$ cat config.mk
export PLATFORM = sky130hd
export DESIGN_NAME = indexed_list_store
export DESIGN_NICKNAME = d
export VERILOG_FILES = /design/src/rtl/ils_pkg.sv /design/src/rtl/indexed_list_store.sv /design/src/rtl/ils_ram.sv /design/src/rtl/ils_ctrl.sv /design/src/rtl/ils_dp.sv
export SDC_FILE = /design/constraint.sdc
export NUM_CORES = 2
export LEC_CHECK = 0
export BUFFER_PORTS_ARGS = -buffer_cell sky130_fd_sc_hd__buf_2
export CAP_MARGIN = 20
export CORE_ASPECT_RATIO = 1.4
export CORE_MARGIN = 2
export CORE_UTILIZATION = 40
export CTS_CLUSTER_DIAMETER = 150
export DETAILED_ROUTE_END_ITERATION = 6
export GPL_TIMING_DRIVEN = 0
export PLACE_DENSITY = 0.58
export SKIP_LAST_GASP = 1
export SYNTH_ARGS = -nofsm -noshare
export SYNTH_HDL_FRONTEND = slang
export SYNTH_SLANG_ARGS = --single-unit
export TNS_END_PERCENT = 50
$ cat constraint.sdc
create_clock -name aclk -period 9.34 [get_ports aclk]
set_input_delay 1.401 -clock aclk [delete_from_list [all_inputs] [get_ports aclk]]
set_output_delay 1.401 -clock aclk [all_outputs]
set_load 0.02 [all_outputs]
$ cat src/rtl/ils_pkg.sv
package ils_pkg;

    localparam int DEF_CAPACITY  = 32;
    localparam int DEF_WORD_BITS = 64;
    localparam int MAX_RESULTS   = 32;

    localparam int KIND_W   = 3;
    localparam int ITEM_W   = 64;
    localparam int POS_W    = 6;
    localparam int STATUS_W = 2;
    localparam int COUNT_W  = 6;

    localparam logic [KIND_W-1:0] KIND_ADD    = 3'd0;
    localparam logic [KIND_W-1:0] KIND_INSERT = 3'd1;
    localparam logic [KIND_W-1:0] KIND_REMOVE = 3'd2;
    localparam logic [KIND_W-1:0] KIND_POP    = 3'd3;
    localparam logic [KIND_W-1:0] KIND_CLEAR  = 3'd4;
    localparam logic [KIND_W-1:0] KIND_WALK   = 3'd5;

    localparam logic [STATUS_W-1:0] ST_OK        = 2'd0;
    localparam logic [STATUS_W-1:0] ST_BAD_INDEX = 2'd1;
    localparam logic [STATUS_W-1:0] ST_FULL      = 2'd2;
    localparam logic [STATUS_W-1:0] ST_EMPTY     = 2'd3;

    typedef enum logic [1:0] {
        WA_COUNT,
        WA_POS,
        WA_IDX
    } wsel_t;

    typedef enum logic [1:0] {
        RA_IDX,
        RA_IDX_DN,
        RA_IDX_UP,
        RA_CNT_DN
    } rsel_t;

    typedef enum logic [1:0] {
        CNT_HOLD,
        CNT_INC,
        CNT_DEC,
        CNT_CLR
    } cnt_op_t;

    typedef enum logic [2:0] {
        IDX_HOLD,
        IDX_LOAD_CNT,
        IDX_LOAD_POS,
        IDX_ZERO,
        IDX_INC,
        IDX_DEC
    } idx_op_t;

    typedef enum logic [3:0] {
        S_IDLE,
        S_DECIDE,
        S_UP_RD,
        S_UP_WR,
        S_DN_RD,
        S_DN_WR,
        S_POP,
        S_WALK_RD,
        S_WALK_OUT
    } state_t;

    typedef struct packed {
        logic                load_in;
        logic                wr_en;
        wsel_t               wsel;
        logic                rd_en;
        rsel_t               rsel;
        cnt_op_t             cnt_op;
        idx_op_t             idx_op;
        logic                emit;
        logic                emit_data;
        logic [STATUS_W-1:0] status;
        logic                last;
    } ils_cmd_t;

    typedef struct packed {
        logic [KIND_W-1:0] kind;
        logic              full;
        logic              empty;
        logic              pos_over;
        logic              pos_out;
        logic              up_done;
        logic              dn_done;
        logic              walk_last;
        logic              out_free;
    } ils_stat_t;

endpackage

$ cat src/rtl/indexed_list_store.sv
// Channel  Direction  Handshake          Word
// s_       in         s_valid/s_ready    s_kind, s_item, s_position
// m_       out        m_valid/m_ready    m_item_out, m_status, m_count, m_last
//
// One input word is taken at a time; add, clear and rejected words go through
// the accept and decide states, and pop adds a state for the registered RAM read.
// Insert and remove add a read and a write state for each entry moved, a walk a
// read and an output state per entry emitted, all via the single RAM read port.
// Reset is synchronous and active low; it empties the list at once.
// A stalled result holds in the output register while the next word is taken.
module indexed_list_store #(
    parameter int CAPACITY  = ils_pkg::DEF_CAPACITY,
    parameter int WORD_BITS = ils_pkg::DEF_WORD_BITS
) (
    input  logic                          aclk,
    input  logic                          aresetn,
    input  logic                          s_valid,
    output logic                          s_ready,
    input  logic [ils_pkg::KIND_W-1:0]    s_kind,
    input  logic [ils_pkg::ITEM_W-1:0]    s_item,
    input  logic [ils_pkg::POS_W-1:0]     s_position,
    output logic                          m_valid,
    input  logic                          m_ready,
    output logic [ils_pkg::ITEM_W-1:0]    m_item_out,
    output logic [ils_pkg::STATUS_W-1:0]  m_status,
    output logic [ils_pkg::COUNT_W-1:0]   m_count,
    output logic                          m_last
);

    import ils_pkg::*;

    ils_cmd_t  cmd;
    ils_stat_t stat;

    ils_ctrl u_ctrl (
        .aclk    (aclk),
        .aresetn (aresetn),
        .s_valid (s_valid),
        .s_ready (s_ready),
        .stat    (stat),
        .cmd     (cmd)
    );

    ils_dp #(
        .CAPACITY  (CAPACITY),
        .WORD_BITS (WORD_BITS)
    ) u_dp (
        .aclk       (aclk),
        .aresetn    (aresetn),
        .s_kind     (s_kind),
        .s_item     (s_item),
        .s_position (s_position),
        .m_valid    (m_valid),
        .m_ready    (m_ready),
        .m_item_out (m_item_out),
        .m_status   (m_status),
        .m_count    (m_count),
        .m_last     (m_last),
        .cmd        (cmd),
        .stat       (stat)
    );

endmodule

$ cat src/rtl/ils_ram.sv
module ils_ram #(
    parameter int WIDTH = 64,
    parameter int DEPTH = 32
) (
    input  logic                     aclk,
    input  logic                     wr_en,
    input  logic [$clog2(DEPTH)-1:0] wr_addr,
    input  logic [WIDTH-1:0]         wr_data,
    input  logic                     rd_en,
    input  logic [$clog2(DEPTH)-1:0] rd_addr,
    output logic [WIDTH-1:0]         rd_data
);

    logic [WIDTH-1:0] mem [DEPTH];
    logic [WIDTH-1:0] rd_data_reg;

    always_ff @(posedge aclk) begin
        if (wr_en) begin
            mem[wr_addr] <= wr_data;
        end
        if (rd_en) begin
            rd_data_reg <= mem[rd_addr];
        end
    end

    assign rd_data = rd_data_reg;

endmodule

$ cat src/rtl/ils_ctrl.sv
module ils_ctrl (
    input  logic               aclk,
    input  logic               aresetn,
    input  logic               s_valid,
    output logic               s_ready,
    input  ils_pkg::ils_stat_t stat,
    output ils_pkg::ils_cmd_t  cmd
);

    import ils_pkg::*;

    state_t state_reg;
    state_t state_next;

    always_ff @(posedge aclk) begin
        if (!aresetn) begin
            state_reg <= S_IDLE;
        end else begin
            state_reg <= state_next;
        end
    end

    always_comb begin
        state_next = state_reg;
        cmd        = '0;
        cmd.last   = 1'b1;
        s_ready    = 1'b0;
        case (state_reg)
            S_IDLE: begin
                s_ready     = 1'b1;
                cmd.load_in = s_valid;
                if (s_valid) begin
                    state_next = S_DECIDE;
                end
            end
            S_DECIDE: begin
                if (stat.out_free) begin
                    state_next = S_IDLE;
                    case (stat.kind)
                        KIND_ADD: begin
                            cmd.emit = 1'b1;
                            if (stat.full) begin
                                cmd.status = ST_FULL;
                            end else begin
                                cmd.wr_en  = 1'b1;
                                cmd.wsel   = WA_COUNT;
                                cmd.cnt_op = CNT_INC;
                                cmd.status = ST_OK;
                            end
                        end
                        KIND_INSERT: begin
                            if (stat.pos_over) begin
                                cmd.emit   = 1'b1;
                                cmd.status = ST_BAD_INDEX;
                            end else if (stat.full) begin
                                cmd.emit   = 1'b1;
                                cmd.status = ST_FULL;
                            end else begin
                                cmd.idx_op = IDX_LOAD_CNT;
                                state_next = S_UP_RD;
                            end
                        end
                        KIND_REMOVE: begin
                            if (stat.pos_out) begin
                                cmd.emit   = 1'b1;
                                cmd.status = ST_BAD_INDEX;
                            end else begin
                                cmd.idx_op = IDX_LOAD_POS;
                                state_next = S_DN_RD;
                            end
                        end
                        KIND_POP: begin
                            if (stat.empty) begin
                                cmd.emit   = 1'b1;
                                cmd.status = ST_EMPTY;
                            end else begin
                                cmd.rd_en  = 1'b1;
                                cmd.rsel   = RA_CNT_DN;
                                cmd.cnt_op = CNT_DEC;
                                state_next = S_POP;
                            end
                        end
                        KIND_CLEAR: begin
                            cmd.cnt_op = CNT_CLR;
                            cmd.emit   = 1'b1;
                            cmd.status = ST_OK;
                        end
                        KIND_WALK: begin
                            if (stat.empty) begin
                                cmd.emit   = 1'b1;
                                cmd.status = ST_EMPTY;
                            end else begin
                                cmd.idx_op = IDX_ZERO;
                                state_next = S_WALK_RD;
                            end
                        end
                        default: begin
                            cmd.emit   = 1'b1;
                            cmd.status = ST_OK;
                        end
                    endcase
                end
            end
            S_UP_RD: begin
                if (stat.up_done) begin
                    if (stat.out_free) begin
                        cmd.wr_en  = 1'b1;
                        cmd.wsel   = WA_POS;
                        cmd.cnt_op = CNT_INC;
                        cmd.emit   = 1'b1;
                        cmd.status = ST_OK;
                        state_next = S_IDLE;
                    end
                end else begin
                    cmd.rd_en  = 1'b1;
                    cmd.rsel   = RA_IDX_DN;
                    state_next = S_UP_WR;
                end
            end
            S_UP_WR: begin
                cmd.wr_en  = 1'b1;
                cmd.wsel   = WA_IDX;
                cmd.idx_op = IDX_DEC;
                state_next = S_UP_RD;
            end
            S_DN_RD: begin
                if (stat.dn_done) begin
                    if (stat.out_free) begin
                        cmd.cnt_op = CNT_DEC;
                        cmd.emit   = 1'b1;
                        cmd.status = ST_OK;
                        state_next = S_IDLE;
                    end
                end else begin
                    cmd.rd_en  = 1'b1;
                    cmd.rsel   = RA_IDX_UP;
                    state_next = S_DN_WR;
                end
            end
            S_DN_WR: begin
                cmd.wr_en  = 1'b1;
                cmd.wsel   = WA_IDX;
                cmd.idx_op = IDX_INC;
                state_next = S_DN_RD;
            end
            S_POP: begin
                if (stat.out_free) begin
                    cmd.emit      = 1'b1;
                    cmd.emit_data = 1'b1;
                    cmd.status    = ST_OK;
                    state_next    = S_IDLE;
                end
            end
            S_WALK_RD: begin
                cmd.rd_en  = 1'b1;
                cmd.rsel   = RA_IDX;
                state_next = S_WALK_OUT;
            end
            S_WALK_OUT: begin
                if (stat.out_free) begin
                    cmd.emit      = 1'b1;
                    cmd.emit_data = 1'b1;
                    cmd.status    = ST_OK;
                    cmd.last      = stat.walk_last;
                    if (stat.walk_last) begin
                        state_next = S_IDLE;
                    end else begin
                        cmd.idx_op = IDX_INC;
                        state_next = S_WALK_RD;
                    end
                end
            end
            default: begin
                state_next = S_IDLE;
            end
        endcase
    end

endmodule

$ cat src/rtl/ils_dp.sv
module ils_dp #(
    parameter int CAPACITY  = ils_pkg::DEF_CAPACITY,
    parameter int WORD_BITS = ils_pkg::DEF_WORD_BITS
) (
    input  logic                          aclk,
    input  logic                          aresetn,
    input  logic [ils_pkg::KIND_W-1:0]    s_kind,
    input  logic [ils_pkg::ITEM_W-1:0]    s_item,
    input  logic [ils_pkg::POS_W-1:0]     s_position,
    output logic                          m_valid,
    input  logic                          m_ready,
    output logic [ils_pkg::ITEM_W-1:0]    m_item_out,
    output logic [ils_pkg::STATUS_W-1:0]  m_status,
    output logic [ils_pkg::COUNT_W-1:0]   m_count,
    output logic                          m_last,
    input  ils_pkg::ils_cmd_t             cmd,
    output ils_pkg::ils_stat_t            stat
);

    import ils_pkg::*;

    localparam int ADDR_W = $clog2(CAPACITY);
    localparam int CNT_W  = $clog2(CAPACITY + 1);
    localparam int CMP_W  = (CNT_W > POS_W) ? CNT_W : POS_W;

    logic [KIND_W-1:0]    kind_reg;
    logic [WORD_BITS-1:0] item_reg;
    logic [POS_W-1:0]     pos_reg;
    logic [CNT_W-1:0]     count_reg;
    logic [CNT_W-1:0]     count_next;
    logic [CNT_W-1:0]     idx_reg;
    logic [CNT_W-1:0]     idx_next;
    logic                 m_valid_reg;
    logic                 m_valid_next;
    logic [ITEM_W-1:0]    m_item_reg;
    logic [STATUS_W-1:0]  m_status_reg;
    logic [COUNT_W-1:0]   m_count_reg;
    logic                 m_last_reg;

    logic [CMP_W-1:0]     count_ext;
    logic [CMP_W-1:0]     pos_ext;
    logic [CMP_W-1:0]     idx_ext;
    logic [CMP_W-1:0]     idx_inc_ext;
    logic [CMP_W-1:0]     count_next_ext;
    logic [CMP_W-1:0]     walk_lim;
    logic [CNT_W-1:0]     idx_inc;
    logic [CNT_W-1:0]     idx_dec;
    logic [CNT_W-1:0]     cnt_dec;

    logic                 wr_en;
    logic [ADDR_W-1:0]    wr_addr;
    logic [WORD_BITS-1:0] wr_data;
    logic [ADDR_W-1:0]    rd_addr;
    logic [WORD_BITS-1:0] rd_data;

    assign count_ext      = CMP_W'(count_reg);
    assign pos_ext        = CMP_W'(pos_reg);
    assign idx_ext        = CMP_W'(idx_reg);
    assign idx_inc        = idx_reg + CNT_W'(1);
    assign idx_dec        = idx_reg - CNT_W'(1);
    assign cnt_dec        = count_reg - CNT_W'(1);
    assign idx_inc_ext    = CMP_W'(idx_inc);
    assign count_next_ext = CMP_W'(count_next);
    assign walk_lim       = (count_ext > CMP_W'(MAX_RESULTS)) ? CMP_W'(MAX_RESULTS) : count_ext;

    assign stat.kind      = kind_reg;
    assign stat.full      = (count_reg == CNT_W'(CAPACITY));
    assign stat.empty     = (count_reg == '0);
    assign stat.pos_over  = (pos_ext > count_ext);
    assign stat.pos_out   = (pos_ext >= count_ext);
    assign stat.up_done   = (idx_ext == pos_ext);
    assign stat.dn_done   = (idx_inc == count_reg);
    assign stat.walk_last = (idx_inc_ext == walk_lim);
    assign stat.out_free  = !m_valid_reg || m_ready;

    always_comb begin
        wr_en   = cmd.wr_en;
        wr_data = item_reg;
        case (cmd.wsel)
            WA_COUNT: wr_addr = count_reg[ADDR_W-1:0];
            WA_POS:   wr_addr = pos_ext[ADDR_W-1:0];
            WA_IDX: begin
                wr_addr = idx_reg[ADDR_W-1:0];
                wr_data = rd_data;
            end
            default:  wr_addr = count_reg[ADDR_W-1:0];
        endcase
    end

    always_comb begin
        case (cmd.rsel)
            RA_IDX:    rd_addr = idx_reg[ADDR_W-1:0];
            RA_IDX_DN: rd_addr = idx_dec[ADDR_W-1:0];
            RA_IDX_UP: rd_addr = idx_inc[ADDR_W-1:0];
            RA_CNT_DN: rd_addr = cnt_dec[ADDR_W-1:0];
            default:   rd_addr = idx_reg[ADDR_W-1:0];
        endcase
    end

    always_comb begin
        case (cmd.cnt_op)
            CNT_HOLD: count_next = count_reg;
            CNT_INC:  count_next = count_reg + CNT_W'(1);
            CNT_DEC:  count_next = cnt_dec;
            CNT_CLR:  count_next = '0;
            default:  count_next = count_reg;
        endcase
    end

    always_comb begin
        case (cmd.idx_op)
            IDX_HOLD:     idx_next = idx_reg;
            IDX_LOAD_CNT: idx_next = count_reg;
            IDX_LOAD_POS: idx_next = pos_ext[CNT_W-1:0];
            IDX_ZERO:     idx_next = '0;
            IDX_INC:      idx_next = idx_inc;
            IDX_DEC:      idx_next = idx_dec;
            default:      idx_next = idx_reg;
        endcase
    end

    always_comb begin
        if (cmd.emit) begin
            m_valid_next = 1'b1;
        end else if (m_ready) begin
            m_valid_next = 1'b0;
        end else begin
            m_valid_next = m_valid_reg;
        end
    end

    always_ff @(posedge aclk) begin
        if (!aresetn) begin
            count_reg   <= '0;
            m_valid_reg <= 1'b0;
        end else begin
            count_reg   <= count_next;
            m_valid_reg <= m_valid_next;
        end
    end

    always_ff @(posedge aclk) begin
        idx_reg <= idx_next;
        if (cmd.load_in) begin
            kind_reg <= s_kind;
            item_reg <= s_item[WORD_BITS-1:0];
            pos_reg  <= s_position;
        end
        if (cmd.emit) begin
            m_item_reg   <= cmd.emit_data ? ITEM_W'(rd_data) : '0;
            m_status_reg <= cmd.status;
            m_count_reg  <= count_next_ext[COUNT_W-1:0];
            m_last_reg   <= cmd.last;
        end
    end

    ils_ram #(
        .WIDTH (WORD_BITS),
        .DEPTH (CAPACITY)
    ) u_ram (
        .aclk    (aclk),
        .wr_en   (wr_en),
        .wr_addr (wr_addr),
        .wr_data (wr_data),
        .rd_en   (cmd.rd_en),
        .rd_addr (rd_addr),
        .rd_data (rd_data)
    );

    assign m_valid    = m_valid_reg;
    assign m_item_out = m_item_reg;
    assign m_status   = m_status_reg;
    assign m_count    = m_count_reg;
    assign m_last     = m_last_reg;

endmodule
# [Yosys cells after proc, flatten, opt, wreduce, memory -nomap -nowiden]
# Memories as Yosys holds them, arrays and structs flattened. A register that Yosys moved wholly into a read port is not among the register bits.
# Index checks and enable logic that the tools add are counted.
[totals] reg_bits=163 latchBits=0 mem_bits_rw=2048 mem_bits_ro=0 in_bits=77 output_inout_bits=75 elab_cells=135 mem_count=1
[memory_table] name="u_dp.u_ram.mem" words=32 width=64 rd=1 rd_clocked_by_memory_dff=1 wr=1 line="ils_ram.sv:14" text="logic [WIDTH-1:0] mem [DEPTH];"
[op_classes] n_addsub=4 multipliers=0 div_mod_pow=0 magnitude_cmp=3 eq_ne=33 n_shift=0 muxes=70 bitwise=0 reduce_logical=13
[op_table] operator="two-way mux 64 bit" count=1
[op_table] operator="two-way mux 3 bit" count=13
[op_table] operator="case mux 4 bit (9 select lines)" count=1
[op_table] operator="two-way mux 4 bit" count=8
[op_table] operator="case mux 6 bit (5 select lines)" count=1
[op_table] operator="case mux 3 bit (4 select lines)" count=2
[op_table] operator="case mux 6 bit (4 select lines)" count=1
[op_table] operator="case mux 5 bit (4 select lines)" count=1
[op_table] operator="== test 6 bit" count=3
[op_table] operator="two-way mux 1 bit" count=18
[op_table] operator="two-way mux 2 bit" count=9
[op_table] operator="case mux 2 bit (3 select lines)" count=3
[op_table] operator="case mux 3 bit (3 select lines)" count=2
[op_table] operator="== test 4 x 3 -> 1 bit, second input constant" count=4
[op_table] operator="case mux 4 bit (4 select lines)" count=1
[op_table] operator="adder 6 x 1 -> 6 bit, second input constant" count=2
[op_table] operator="== test 3 x 2 -> 1 bit, second input constant" count=4
[op_table] operator="== test 3 bit, second input constant" count=4
[op_table] operator="two-way mux 12 bit" count=1
[op_table] operator="subtractor 6 x 1 -> 6 bit, second input constant" count=2
[op_table] operator="== test 2 bit, second input constant" count=5
[op_table] operator="case mux 5 bit (2 select lines)" count=1
[op_table] operator="== test 4 x 2 -> 1 bit, second input constant" count=2
[op_table] operator="two-way mux 8 bit" count=1
[op_table] operator="other kinds (26)" count=33

# [Longest topological paths before layout]
[depth] depth_word=8 ltp_mapped=18 ltp_nobuf=12

# [Modules after synthesis]
# A second synthesis with hierarchy kept.
[unflattened] hier_cells=3744 area_unflattened_um2=87829.2
[by_module_without_submodules] module="ils_ram" instances=1 cells_each=3096 area_per_inst_um2=79605.1 seq_area_each_um2=63420.8
[by_module_without_submodules] module="ils_dp" instances=1 cells_each=530 area_per_inst_um2=7359.6 seq_area_each_um2=4704.5
[by_module_without_submodules] module="ils_ctrl" instances=1 cells_each=118 area_per_inst_um2=864.6 seq_area_each_um2=80.1

# [Worst setup path after synthesis]
# OpenSTA, ideal clock, no wires.
[synth_path] kind="in2reg" startpoint="input port m_ready" endpoint="memory u_dp.u_ram.mem[13][0] (enable)" setup_time_ps=564 arrival_time_ps=7482 slack_ps=1294 stages=9 path_buffers=2 path_cell_list="nor2b_1 > clkbuf_1 > nor3_1 > ha_1 > clkbuf_1 > nor2_1 > a21oi_1 > inv_1 > nor3_1"
[synth_between] elab_chain_len=6 word_cells_on_any_way=10 classes_between="eq/ne: 2; mux: 7; reduce/logical: 1"
[synth_lines] element="start: declaration" line="indexed_list_store.sv:23" text="input logic m_ready,"
[synth_lines] element="logical OR 1 bit *" line="ils_dp.sv:74" text="assign stat.out_free = !m_valid_reg || m_ready;"
[synth_lines] element="two-way mux 3 bit" line="ils_ctrl.sv:106" text="if (stat.out_free) begin"
[synth_lines] element="two-way mux 3 bit" line="ils_ctrl.sv:105" text="if (stat.up_done) begin"
[synth_lines] element="case mux 3 bit (3 select lines) *" line="ils_ctrl.sv:28" text="case (state_reg)"
[synth_lines] element="== test 2 bit, or another cell as far along" line="ils_dp.sv:79" text="case (cmd.wsel)"
[synth_lines] element="case mux 5 bit (2 select lines) or two-way mux 1 bit (tied branches)" line="ils_dp.sv:79, ils_ram.sv:19"
[synth_lines] element="end: declaration" line="ils_ram.sv:14"
# Every way passes the cells marked *; elsewhere a longest branch is shown, timed or not.

# [Final worst setup path]
[layout_path] startpoint="register u_dp.idx_reg[2], in the netlist u_dp.idx_ext[2]" endpoint="memory u_dp.u_ram.mem[9][63] (enable)"
[layout_between] elab_chain_len=5 word_cells_on_any_way=8 classes_between="eq/ne: 3; mux: 5"
[layout_lines] element="start: declaration" line="ils_dp.sv:31" text="logic [CNT_W-1:0] idx_reg;"
[layout_lines] element="start signal: assignment" line="ils_dp.sv:143" text="idx_reg <= idx_next;"
[layout_lines] element="== test 6 bit" line="ils_dp.sv:71" text="assign stat.up_done = (idx_ext == pos_ext);"
[layout_lines] element="two-way mux 3 bit" line="ils_ctrl.sv:105"
[layout_lines] element="case mux 3 bit (3 select lines)" line="ils_ctrl.sv:28"
[layout_lines] element="== test 2 bit, or another cell as far along" line="ils_dp.sv:79"
[layout_lines] element="case mux 5 bit (2 select lines) or two-way mux 1 bit (tied branches)" line="ils_dp.sv:79, ils_ram.sv:19"
# Several ways; a longest one is shown, not always the timed one.

==> results.cfg <==
[run_status]
outcome = complete, but fails checks
failed_checks = DRC

[cts]
clockBufferDepth = 4
cts_tree = yes
post_cts_resized = 0
cts_setup_buffers = 0
cts.sinks = 2275
clock_latency_ns = 0.91
cts-root-buf = clkbuf_16
clk_pin_slew_ns = 0.06
ctsHoldBuffers = 0
numCtsBuffers = 218
h-tree-depth = 4

[power_and_ir_drop]
p_int_uw = 17000
swShare_pct = 26.0
p_leak_uw = 0.0359
p_comb_share_pct = 11.6
p_per_area_mw_per_mm2 = 220
vdd_drop_max_mv = 0.162
p_total_uw = 23000
p_clk_share_pct = 38.1
seqPwrFrac_pct = 50.3
switching_power_uw = 5980

[timing]
rsz0062_at_grt = no
relSlewSlack_pct = 18.7
tightest_slew_ns = 1.22
period_share_pct = 69.1
fin_crit_ns = 6.45
hold_viol = 0
finalMaxSlewViolations = 0
clock_skew_ns = 0.0741
setup_violations = 0
max_freq_ghz = 0.155
setup_tns_ns = 0

[floorplanning]
ios = 152
dieArea_mm2 = 0.230
rows = 206
core_mm2 = 0.225
start_util_pct = 40.2
fp.dieW_um = 406
die_h_um = 567

[yosys]
synth-seq-cells = 2275
syn_area_per_cell_um2 = 14.4
synthCells = 6263
netlist_area_mm2 = 0.0904
yosysSeqAreaShare_pct = 75.4
synth_edf_count = 2264
synthesis.nets = 6353
async_flop_share_pct = 0
yosysWarnings = 0
synthFlopType = edfxtp_1
synthDistinctLibCells = 84

[drt]
drcViolationCount = 6
vias = 58100
vias_per_cell = 5.82
wl_mm = 327
wl_per_cell_um = 32.8
drt-initial-drc-count = 7671
firstDrtPassIters = 7
ant_nets = 0

[finish]
nets = 6868
seq_area_mm2 = 0.0682
fin_area_mm2 = 0.105
final_cell_mix = edfxtp_1 (2,264), nand2_1 (1,500), nand3_1 (537)
multi_input_comb_area_mm2 = 0.0204
syn_to_final_growth_pct = 15.9
n_fill_cell = 19600
largest_register_ffs = 2048
final_common_cell = edfxtp_1
drive_above_1_share_pct = 14.9
stdcell_count = 9980
largest_register = u_dp.u_ram.mem

[grt]
grt_max_degree = 44
grt_pass1_vias = 56200
grt.total_usage_pct = 27.9
grt_pass1_wl_mm = 443
grt_antenna_before_repair = 17
grt-ovfl-total = 0

[setup_path]
arrival_ns = 7.00
crit_fanout = 20
cp-end-kind = flop
cp-start-kind = flop
crit_type = flop to flop
critical_path_required_ns = 9.89
rrSetupSlack_ns = 2.89

[placement]
dpl-instance-area_mm2 = 0.0979
gp_congestion = 0.956
numPortBuffers = 151
hpwl_mm = 233
dp.cells = 9574

[flow_run]
cap_violations = 0

[min_path]
worstHoldPathType = flop to flop
==> per-stage QoR <==
stage / hold WS (ns) / setup slack [ns] / util [%]
floorplan: 0.518 / 1.29 / -
global placement: 0.528 / -6.65 / 42.3
detailed placement: 0.532 / 2.82 / 43.6
CTS: 0.549 / 2.96 / 46.6
global route: 0.568 / 2.60 / 46.6
finish: 0.545 / 2.89 / 46.6
==> path summary, 6_finish.rpt <==
| path | from | cells past startpoint | endpoint |
|---|---|---|---|
| worst max-delay path | u_dp.idx_ext[2] | 13 | u_dp.u_ram.mem[9][63] |
| worst min-delay path | u_dp.u_ram.rd_data[11] | 1 | u_dp.m_item_out[11] |
| worst max register to register | u_dp.idx_ext[2] | 13 | u_dp.u_ram.mem[9][63] |
| worst min register to register | u_dp.u_ram.rd_data[11] | 1 | u_dp.m_item_out[11] |
==> layout make-up <==
class                      instances  area share [%]
clock inverter                   132            1.13
timing repair buffer             295            3.26
clock buffer                     256            5.40
buffer                           384            1.91
multi-input combinational       3585            19.5
tap                             3016            3.60
sequential                      2275            65.1
antenna                           18          0.0430
inverter                          19          0.0681
==> critical path: stages, from the launching register on <==
cell      delay (ns)
edfxtp_1        0.52
buf_2           0.28
xor2_1          0.19
nor4_2          0.51
nand2_1         0.19
nor3_1          0.90
ha_1            0.41
clkbuf_1        0.20
a21oi_1         0.55
nand3_1         0.72
nor2_4          0.82
buf_12          0.27
buf_12          0.24
buf_12          0.21
==> power by group through the flow <==
stage | clock network, uW | logic (uW) | registers [uW]
final | 8770 | 2670 | 11600
after global routing | 9190 | 2760 | 11600
after CTS | 8820 | 2630 | 11600
after detailed placement | 0 | 2620 | 11800
after global placement | 0 | 2530 | 11800
after floorplan | 0 | 1330 | 11800
==> cells by family after synthesis <==
| kind of cell | Yosys count | synth area share (%) |
|---|---|---|
| DFF | 2275 | 75.4 |
| and+or+nand+nor | 2509 | 12.2 |
| AOI/OAI and AO/OA | 630 | 4.99 |
| muxes | 407 | 4.62 |
| buffers and inverters | 403 | 2.27 |
| adders and majority gates | 13 | 0.180 |
| xor gates and xnor gates | 26 | 0.277 |
==> per-layer routing <==
layer  GRT usage, %  part of all wire [%]
met1           32.4                    35
met5              0                 0.013
met2           47.6                    50
met3           4.64                   8.3
met4           17.5                   7.3
==> cells in the mapped netlist (18+ instances only) <==
| cell type | instances | area (um2) |
|---|---|---|
| buf_1 | 21 | 78.8 |
| buf_4 | 43 | 323 |
| nor2_1 | 97 | 364 |
| o22ai_1 | 44 | 275 |
| and2_1 | 73 | 457 |
| and3_1 | 114 | 713 |
| a22oi_1 | 18 | 135 |
| nand3_1 | 537 | 2690 |
| nand2_1 | 1500 | 5630 |
| mux2i_1 | 321 | 3210 |
| a21oi_1 | 176 | 881 |
| buf_2 | 199 | 996 |
| a211oi_1 | 33 | 248 |
| a2111oi_2 | 19 | 285 |
| o32ai_1 | 41 | 359 |
| inv_1 | 19 | 71.3 |
| clkbuf_1 | 104 | 390 |
| nor3_1 | 46 | 230 |
| edfxtp_1 | 2264 | 68000 |
| a32oi_1 | 24 | 210 |
| a31oi_1 | 64 | 400 |
| mux2_2 | 86 | 968 |
| o21ai_0 | 41 | 205 |
| nor4_1 | 34 | 213 |
| a311oi_1 | 61 | 534 |
| nand4_1 | 48 | 300 |
Power figures use the tool's default switching activity.
